$ cat config.mk
export PLATFORM = sky130hd
export DESIGN_NAME = shell_word_tokenizer_top
export DESIGN_NICKNAME = d
export VERILOG_FILES = /design/src/rtl/core/swt_pkg.sv /design/src/rtl/core/swt_parse.sv /design/src/rtl/core/shell_word_tokenizer_top.sv
export SDC_FILE = /design/constraint.sdc
export NUM_CORES = 1
export LEC_CHECK = 0
export BUFFER_PORTS_ARGS = -buffer_cell sky130_fd_sc_hd__buf_4
export CORE_ASPECT_RATIO = 0.7
export CORE_UTILIZATION = 30
export DETAILED_ROUTE_END_ITERATION = 8
export PLACE_DENSITY = 0.49
export SKIP_CTS_REPAIR_TIMING = 1
export SLEW_MARGIN = 10
export SYNTH_ARGS = -nofsm -noshare
export SYNTH_HDL_FRONTEND = slang
export SYNTH_HIERARCHICAL = 1
export SYNTH_SLANG_ARGS = --single-unit
$ cat constraint.sdc
create_clock -name clk -period 13.8 [get_ports clk]
set_clock_uncertainty 0.15 [all_clocks]
set_input_delay 1.38 -clock clk [delete_from_list [all_inputs] [get_ports clk]]
set_output_delay 1.38 -clock clk [all_outputs]
set_load 0.005 [all_outputs]
$ cat src/rtl/core/swt_pkg.sv
`timescale 1ns / 1ps
`default_nettype none
// Shared types, codes and constants of the shell word tokenizer.
// Used by swt_parse and shell_word_tokenizer_top; depends on nothing.
package swt_pkg;

  localparam int unsigned MAX_TOKENS_DEF     = 64;
  localparam int unsigned MAX_LINE_BYTES_DEF = 1024;

  localparam int unsigned RES_SLOTS     = 4;
  localparam int unsigned RES_CNT_W     = 3;
  localparam int unsigned SLOT_IDX_W    = 2;
  localparam int unsigned TOKEN_COUNT_W = 7;
  localparam int unsigned IN_TDATA_W    = 8;
  localparam int unsigned OUT_TDATA_W   = 24;

  localparam logic [7:0] CH_BSLASH = 8'h5C;
  localparam logic [7:0] CH_SQUOTE = 8'h27;
  localparam logic [7:0] CH_DQUOTE = 8'h22;
  localparam logic [7:0] CH_SPACE  = 8'h20;
  localparam logic [7:0] CH_TAB    = 8'h09;
  localparam logic [7:0] CH_GT     = 8'h3E;
  localparam logic [7:0] CH_ONE    = 8'h31;
  localparam logic [7:0] CH_TWO    = 8'h32;

  typedef enum logic [2:0] {
    KIND_TOK_BYTE  = 3'd0,
    KIND_TOK_END   = 3'd1,
    KIND_TOK_DROP  = 3'd2,
    KIND_NAME_BYTE = 3'd3,
    KIND_NAME_END  = 3'd4,
    KIND_LINE_DONE = 3'd5
  } kind_t;

  typedef enum logic [1:0] {
    PH_NONE     = 2'd0,
    PH_AFTER_GT = 2'd1,
    PH_BLANKS   = 2'd2,
    PH_NAME     = 2'd3
  } redir_phase_t;

  typedef enum logic [1:0] {
    PREV_NONE   = 2'd0,
    PREV_STDOUT = 2'd1,
    PREV_STDERR = 2'd2
  } prev_code_t;

  typedef struct packed {
    logic                     overflow;
    logic [TOKEN_COUNT_W-1:0] token_count;
    logic                     append;
    logic                     to_stderr;
    logic [7:0]               out_byte;
    kind_t                    kind;
  } res_t;

  typedef res_t [RES_SLOTS-1:0] res_set_t;

  function automatic res_t mk_res(kind_t kind, logic [7:0] data, logic err, logic app,
                                  logic [TOKEN_COUNT_W-1:0] count, logic ovf);
    res_t r;
    r.kind        = kind;
    r.out_byte    = data;
    r.to_stderr   = err;
    r.append      = app;
    r.token_count = count;
    r.overflow    = ovf;
    return r;
  endfunction

  function automatic logic is_blank(logic [7:0] c);
    return (c == CH_SPACE) || (c == CH_TAB);
  endfunction

endpackage
`default_nettype wire

$ cat src/rtl/core/swt_parse.sv
`timescale 1ns / 1ps
`default_nettype none
// Parser state of the tokenizer and the single-pass logic that turns one
// item into up to three results. Depends on swt_pkg.
module swt_parse import swt_pkg::*; #(
  parameter int unsigned MAX_TOKENS     = MAX_TOKENS_DEF,
  parameter int unsigned MAX_LINE_BYTES = MAX_LINE_BYTES_DEF
) (
  input  wire logic                 clk,
  input  wire logic                 rst_n,
  input  wire logic                 step_en,
  input  wire logic [7:0]           char_byte,
  input  wire logic                 line_end,
  output res_set_t                  res,
  output logic [RES_CNT_W-1:0]      res_n
);

  localparam int unsigned LEN_W = $clog2(MAX_LINE_BYTES);
  localparam int unsigned CNT_W = $clog2(MAX_TOKENS + 1);
  localparam logic [LEN_W-1:0] LEN_LIMIT = LEN_W'(MAX_LINE_BYTES - 1);
  localparam logic [CNT_W-1:0] CNT_LIMIT = CNT_W'(MAX_TOKENS);

  logic             sq_r, sq_nxt;
  logic             dq_r, dq_nxt;
  logic             bs_r, bs_nxt;
  redir_phase_t     ph_r, ph_nxt;
  logic             rerr_r, rerr_nxt;
  logic             rapp_r, rapp_nxt;
  logic [LEN_W-1:0] tlen_r, tlen_nxt;
  logic [7:0]       tfirst_r, tfirst_nxt;
  prev_code_t       prev_r, prev_nxt;
  logic [CNT_W-1:0] seen_r, seen_nxt;
  logic             ovf_r, ovf_nxt;

  logic       pa_en;
  logic [7:0] pa_byte;
  logic       act_bs, act_sq, act_dq, act_add, act_end, act_redir;
  logic       redir_done;

  // Decode the action for the item from the current state.
  always_comb begin
    pa_en     = 1'b0;
    pa_byte   = CH_BSLASH;
    act_bs    = 1'b0;
    act_sq    = 1'b0;
    act_dq    = 1'b0;
    act_add   = 1'b0;
    act_end   = 1'b0;
    act_redir = 1'b0;
    if (ph_r == PH_NONE) begin
      if (line_end) begin
        pa_en   = bs_r;
        act_end = 1'b1;
      end else begin
        if (bs_r && (!dq_r || char_byte == CH_DQUOTE || char_byte == CH_BSLASH)) begin
          pa_en   = 1'b1;
          pa_byte = char_byte;
        end else begin
          pa_en = bs_r;
          if (char_byte == CH_BSLASH && !sq_r) begin
            act_bs = 1'b1;
          end else if (char_byte == CH_SQUOTE && !dq_r) begin
            act_sq = 1'b1;
          end else if (char_byte == CH_DQUOTE && !sq_r) begin
            act_dq = 1'b1;
          end else if (!sq_r && !dq_r && is_blank(char_byte)) begin
            act_end = 1'b1;
          end else if (!sq_r && !dq_r && char_byte == CH_GT) begin
            act_end   = 1'b1;
            act_redir = 1'b1;
          end else begin
            act_add = 1'b1;
          end
        end
      end
    end
  end

  // Apply the actions in order, collecting results as they arise.
  always_comb begin
    sq_nxt     = sq_r ^ act_sq;
    dq_nxt     = dq_r ^ act_dq;
    bs_nxt     = (ph_r == PH_NONE && !line_end) ? act_bs : bs_r;
    ph_nxt     = ph_r;
    rerr_nxt   = rerr_r;
    rapp_nxt   = rapp_r;
    tlen_nxt   = tlen_r;
    tfirst_nxt = tfirst_r;
    prev_nxt   = prev_r;
    seen_nxt   = seen_r;
    ovf_nxt    = ovf_r;
    res        = '0;
    res_n      = '0;
    redir_done = 1'b0;

    if (pa_en && tlen_nxt < LEN_LIMIT) begin
      if (tlen_nxt == '0) begin
        tfirst_nxt = pa_byte;
      end
      tlen_nxt = tlen_nxt + 1'b1;
      res[res_n[SLOT_IDX_W-1:0]] = mk_res(KIND_TOK_BYTE, pa_byte, 1'b0, 1'b0,
                                          TOKEN_COUNT_W'(seen_nxt), ovf_nxt);
      res_n = res_n + 1'b1;
    end

    if (act_add && tlen_nxt < LEN_LIMIT) begin
      if (tlen_nxt == '0) begin
        tfirst_nxt = char_byte;
      end
      tlen_nxt = tlen_nxt + 1'b1;
      res[res_n[SLOT_IDX_W-1:0]] = mk_res(KIND_TOK_BYTE, char_byte, 1'b0, 1'b0,
                                          TOKEN_COUNT_W'(seen_nxt), ovf_nxt);
      res_n = res_n + 1'b1;
    end

    if (act_end && tlen_nxt != '0) begin
      if (seen_nxt < CNT_LIMIT) begin
        seen_nxt = seen_nxt + 1'b1;
        prev_nxt = PREV_NONE;
        if (tlen_nxt == LEN_W'(1) && tfirst_nxt == CH_ONE) begin
          prev_nxt = PREV_STDOUT;
        end
        if (tlen_nxt == LEN_W'(1) && tfirst_nxt == CH_TWO) begin
          prev_nxt = PREV_STDERR;
        end
      end else begin
        ovf_nxt  = 1'b1;
        prev_nxt = PREV_NONE;
      end
      tlen_nxt = '0;
      res[res_n[SLOT_IDX_W-1:0]] = mk_res(KIND_TOK_END, 8'h00, 1'b0, 1'b0,
                                          TOKEN_COUNT_W'(seen_nxt), ovf_nxt);
      res_n = res_n + 1'b1;
    end

    if (act_redir) begin
      rerr_nxt = 1'b0;
      if (prev_nxt != PREV_NONE && seen_nxt != '0) begin
        rerr_nxt = (prev_nxt == PREV_STDERR);
        seen_nxt = seen_nxt - 1'b1;
        res[res_n[SLOT_IDX_W-1:0]] = mk_res(KIND_TOK_DROP, 8'h00, 1'b0, 1'b0,
                                            TOKEN_COUNT_W'(seen_nxt), ovf_nxt);
        res_n = res_n + 1'b1;
      end
      prev_nxt = PREV_NONE;
      rapp_nxt = 1'b0;
      ph_nxt   = PH_AFTER_GT;
      tlen_nxt = '0;
    end

    if (ph_r != PH_NONE && !line_end) begin
      if (ph_nxt == PH_AFTER_GT) begin
        ph_nxt = PH_BLANKS;
        if (char_byte == CH_GT) begin
          rapp_nxt   = 1'b1;
          redir_done = 1'b1;
        end else begin
          rapp_nxt = 1'b0;
        end
      end
      if (!redir_done) begin
        if (ph_nxt == PH_BLANKS) begin
          if (!is_blank(char_byte)) begin
            ph_nxt = PH_NAME;
            if (tlen_nxt < LEN_LIMIT) begin
              tlen_nxt = tlen_nxt + 1'b1;
              res[res_n[SLOT_IDX_W-1:0]] = mk_res(KIND_NAME_BYTE, char_byte, 1'b0, 1'b0,
                                                  TOKEN_COUNT_W'(seen_nxt), ovf_nxt);
              res_n = res_n + 1'b1;
            end
          end
        end else if (is_blank(char_byte)) begin
          res[res_n[SLOT_IDX_W-1:0]] = mk_res(KIND_NAME_END, 8'h00, rerr_nxt, rapp_nxt,
                                              TOKEN_COUNT_W'(seen_nxt), ovf_nxt);
          res_n    = res_n + 1'b1;
          ph_nxt   = PH_NONE;
          tlen_nxt = '0;
        end else if (tlen_nxt < LEN_LIMIT) begin
          tlen_nxt = tlen_nxt + 1'b1;
          res[res_n[SLOT_IDX_W-1:0]] = mk_res(KIND_NAME_BYTE, char_byte, 1'b0, 1'b0,
                                              TOKEN_COUNT_W'(seen_nxt), ovf_nxt);
          res_n = res_n + 1'b1;
        end
      end
    end

    if (line_end) begin
      if (ph_r != PH_NONE) begin
        res[res_n[SLOT_IDX_W-1:0]] = mk_res(KIND_NAME_END, 8'h00, rerr_nxt, rapp_nxt,
                                            TOKEN_COUNT_W'(seen_nxt), ovf_nxt);
        res_n = res_n + 1'b1;
      end
      res[res_n[SLOT_IDX_W-1:0]] = mk_res(KIND_LINE_DONE, 8'h00, 1'b0, 1'b0,
                                          TOKEN_COUNT_W'(seen_nxt), ovf_nxt);
      res_n      = res_n + 1'b1;
      sq_nxt     = 1'b0;
      dq_nxt     = 1'b0;
      bs_nxt     = 1'b0;
      ph_nxt     = PH_NONE;
      rerr_nxt   = 1'b0;
      rapp_nxt   = 1'b0;
      tlen_nxt   = '0;
      tfirst_nxt = 8'h00;
      prev_nxt   = PREV_NONE;
      seen_nxt   = '0;
      ovf_nxt    = 1'b0;
    end
  end

  always_ff @(posedge clk) begin
    if (!rst_n) begin
      sq_r     <= 1'b0;
      dq_r     <= 1'b0;
      bs_r     <= 1'b0;
      ph_r     <= PH_NONE;
      rerr_r   <= 1'b0;
      rapp_r   <= 1'b0;
      tlen_r   <= '0;
      tfirst_r <= 8'h00;
      prev_r   <= PREV_NONE;
      seen_r   <= '0;
      ovf_r    <= 1'b0;
    end else if (step_en) begin
      sq_r     <= sq_nxt;
      dq_r     <= dq_nxt;
      bs_r     <= bs_nxt;
      ph_r     <= ph_nxt;
      rerr_r   <= rerr_nxt;
      rapp_r   <= rapp_nxt;
      tlen_r   <= tlen_nxt;
      tfirst_r <= tfirst_nxt;
      prev_r   <= prev_nxt;
      seen_r   <= seen_nxt;
      ovf_r    <= ovf_nxt;
    end
  end

endmodule
`default_nettype wire

$ cat src/rtl/core/shell_word_tokenizer_top.sv
`timescale 1ns / 1ps
`default_nettype none
// The first result of an item is presented from the result buffer, loaded from the input register once it is free.
// One item per cycle while each item gives at most one result and out_tready is high;
// an item with several results holds the four-entry result buffer until all are taken.
// Reset (rst_n low, synchronous) clears the parser state and empties the
// input register and the result buffer. Depends on swt_pkg and swt_parse.
module shell_word_tokenizer_top import swt_pkg::*; #(
  parameter int unsigned MAX_TOKENS     = MAX_TOKENS_DEF,
  parameter int unsigned MAX_LINE_BYTES = MAX_LINE_BYTES_DEF
) (
  input  wire logic                   clk,
  input  wire logic                   rst_n,
  input  wire logic                   in_tvalid,
  output logic                        in_tready,
  input  wire logic [IN_TDATA_W-1:0]  in_tdata,   // [7:0] char_byte
  input  wire logic                   in_tlast,   // line_end
  output logic                        out_tvalid,
  input  wire logic                   out_tready,
  // [2:0] kind, [10:3] out_byte, [11] to_stderr, [12] append,
  // [19:13] token_count, [20] overflow, [23:21] zero
  output logic [OUT_TDATA_W-1:0]      out_tdata,
  output logic                        out_tlast   // last
);

  logic                  inv_r;
  logic [7:0]            in_byte_r;
  logic                  in_le_r;
  logic                  buf_free;
  logic                  advance;
  res_set_t              step_res;
  logic [RES_CNT_W-1:0]  step_n;
  res_set_t              buf_r;
  logic [RES_CNT_W-1:0]  rem_r;
  logic [SLOT_IDX_W-1:0] rd_r;
  res_t                  head;

  assign buf_free  = (rem_r == '0) || (rem_r == RES_CNT_W'(1) && out_tready);
  assign advance   = inv_r && buf_free;
  assign in_tready = !inv_r || advance;

  always_ff @(posedge clk) begin
    if (!rst_n) begin
      inv_r <= 1'b0;
    end else if (in_tvalid && in_tready) begin
      inv_r <= 1'b1;
    end else if (advance) begin
      inv_r <= 1'b0;
    end
  end

  always_ff @(posedge clk) begin
    if (in_tvalid && in_tready) begin
      in_byte_r <= in_tdata[7:0];
      in_le_r   <= in_tlast;
    end
  end

  swt_parse #(
    .MAX_TOKENS     (MAX_TOKENS),
    .MAX_LINE_BYTES (MAX_LINE_BYTES)
  ) u_parse (
    .clk       (clk),
    .rst_n     (rst_n),
    .step_en   (advance),
    .char_byte (in_byte_r),
    .line_end  (in_le_r),
    .res       (step_res),
    .res_n     (step_n)
  );

  always_ff @(posedge clk) begin
    if (!rst_n) begin
      rem_r <= '0;
      rd_r  <= '0;
    end else if (advance) begin
      rem_r <= step_n;
      rd_r  <= '0;
    end else if (out_tvalid && out_tready) begin
      rem_r <= rem_r - 1'b1;
      rd_r  <= rd_r + 1'b1;
    end
  end

  always_ff @(posedge clk) begin
    if (advance) begin
      buf_r <= step_res;
    end
  end

  assign head       = buf_r[rd_r];
  assign out_tvalid = (rem_r != '0);
  assign out_tlast  = (rem_r == RES_CNT_W'(1));
  assign out_tdata  = {{(OUT_TDATA_W - $bits(res_t)){1'b0}}, head};

endmodule
`default_nettype wire
==> results.txt <==
Final HPWL DP - 25.8 mm
Worst Setup Slack, final - 3.73 ns
1st-iter DRT viols - 1495
outcome - finished with violations
Placement Setup Slack - 3.85 ns
vias - 9173
fmax - 0.0993 GHz
number of flops mapped to enable cells by yosys - 93
dpl cell area - 0.0106 mm²
initial antenna violation count - 0
count leader, synth - nand2_1
clk slew on worst S/H paths - 0.07 ns
cell mode on critical path - ha_1
total area of sequential cells - 0.00361 mm²
GPL Wtd Cong - 0.944
area of the multi-input gates - 0.00596 mm²
violated checks - design-rule violations
top cell type by total area after synthesis - edfxtp_1
Cell Area, Synth - 0.0101 mm²
setup violators final - 0
Total GRT Usage - 0.205
std cell rows - 55
CP Class - reg2reg
met3 wire length - 3.74 mm
synth unique cells - 109
Non-Filler Instances - 1546
DR WL/cell - 22.4 µm
Horiz. Die Dim - 221 µm
Final Critical Period - 10.07 ns
die area - 0.0343 mm²
Pwr per Cell Area - 168 mW/mm²
worst-margin pin slew - 1.14 ns
drt first pass iters - 7
nets@finish - 1150
Routed Antenna Nets - 0
Placed Cells - 1514
# fillers - 3344
top post-synthesis cells by area - edfxtp_1 28%, dfxtp_1 8.2%, mux4_2 4.7%, nand2_1 4.3%, ha_1 3.9%
total CTS buffers - 17
Max VDD drop - 0.0937 mV
Overflow after GRT - 0
TritonCTS clock tree - yes
IO Count - 40
share of the synthesized area in the top cell type - 0.278
uppermost routed layer - met4
core area - 0.0326 mm²
CP max-delay cell - a21oi_1
DR vias/cell - 5.93
hold crit path type - reg2reg
max_cap viols - 0
# port buffers - 36
ANT cells - 0
CTS Buffer Depth - 2
CTS H-tree depth - 4
RSZ-0062 raised after global routing - no
Top FF cell, synth - edfxtp_1
Yosys reg bits - 134
initial core utilization - 0.308
Die Height - 155 µm
TNS Setup - 0 ns
syn avg cell area - 9.09 µm²
Cells after Synth - 1106
share of cells above drive strength 1 - 0.146
Worst Setup End Kind - flop
clk_lat worst skew - 0.44 ns
Syn. warnings - 6
Async SR Flop Fraction - 0
Slew Limit Fails - 0
largest net degree at the start of global routing - 74
endpoints failing hold - 0
Max stage delay on crit path - 0.85 ns
CP required - 13.83 ns
CP Max Fanout - 16
CP Launch Type - flop
metal2 WL - 13.3 mm
Seq/Total Area, Yosys - 0.360
wl on met1 - 17.1 mm
vias in the first global route - 8206
final wirelength - 34.7 mm
Tcrit/Tclk final - 0.730
Leakage - 3.89 nW
# DRC - 4
Power, Total - 1.88 mW
Layout area overhead - 11.8%
max_slew headroom - 0.235
Final Instance Area - 0.0112 mm²
first-pass GRT wire length - 52.6 mm
Worst Path Arrival - 10.10 ns
Root Buffer Master - clkbuf_16
Post-synth top cells - 116 x nand2_1, 93 x edfxtp_1, 80 x nor2_1
clk sink count - 134
-- cell usage in the layout (no fill, tap or decap), types with 25 or more instances in the layout --
master and count:
nor2_1 80, edfxtp_1 93, nor2b_1 25, ha_1 31, nand3_1 27, nor3_1 25
a21oi_1 75, and2_1 27, buf_4 46, nand2_1 116, inv_1 40, dfxtp_1 40
o21ai_0 69
-- flip-flops by register name, indices dropped and copies added (netlist names), 3 cells and up --
signal            count
rem_r                 3
in_byte_r             8
u_parse/tlen_r       10
buf_r                84
u_parse/tfirst_r      8
u_parse/seen_r        7
-- power breakdown --
group          leakage (nW)  internal [mW]  switching [mW]  total, mW
Clock                 0.294          0.275           0.210      0.485
Sequential             1.22          0.536          0.0575      0.593
Combinational          2.37          0.302           0.502      0.805
Total                  3.89           1.11           0.770       1.88
-- critical path: cells and delay by family, from the launching register on --
| family | cells | cell delay (ns) |
|---|---|---|
| DFF | 1 | 0.46 |
| buffers and inverters | 3 | 0.39 |
| AOI/OAI and AO/OA | 13 | 3.88 |
| and+or+nand+nor | 12 | 2.35 |
| muxes | 3 | 0.96 |
| adders and majority gates | 6 | 1.61 |
-- routing by layer --
layer,vias up,track usage
met5,-,0
met3,44,0.0579
met1,4425,0.323
li1,4175,-
met2,529,0.265
met4,0,0.0528
-- logic make-up after synthesis --
group | count (synthesis) | share of synthesized area
XOR/XNOR | 30 | 0.0284
flip-flops | 134 | 0.360
other | 1 | 0.000373
multiplexers | 45 | 0.0738
AND/OR/NAND/NOR | 423 | 0.226
buffers and inverters | 110 | 0.0479
adder cells (fa/ha/maj) | 31 | 0.0386
AO/OA/AOI/OAI | 332 | 0.226
-- stage by stage --
| step | util | hold slack [ns] |
|---|---|---|
| after floorplan | - | 0.291 |
| after global placement | 0.326 | 0.303 |
| after detailed placement | 0.326 | 0.306 |
| after CTS | 0.344 | 0.316 |
| after global routing | 0.344 | 0.350 |
| final | 0.344 | 0.317 |
-- final cells by class --
type,instances,area share
tap,427,0.0476
timing repair buffer,46,0.0307
clock buffer,17,0.0379
clock inverter,15,0.0166
sequential,134,0.322
multi-input combinational,864,0.531
inverter,43,0.0146
-- worst paths after layout --
kind | start | endpoint | slack (ns) | depth (start not counted)
max | u_parse/tlen_r[0]$_SDFFE_PN0P_ | buf_r[37]$_DFFE_PP_ | 3.73 | 37
min | u_parse/rerr_r$_SDFFE_PN0P_ | u_parse/rerr_r$_SDFFE_PN0P_ | 0.32 | 2
max reg2reg | u_parse/tlen_r[0]$_SDFFE_PN0P_ | buf_r[37]$_DFFE_PP_ | 3.73 | 37
min reg2reg | u_parse/rerr_r$_SDFFE_PN0P_ | u_parse/rerr_r$_SDFFE_PN0P_ | 0.32 | 2
Power figures use the tool's default switching activity.
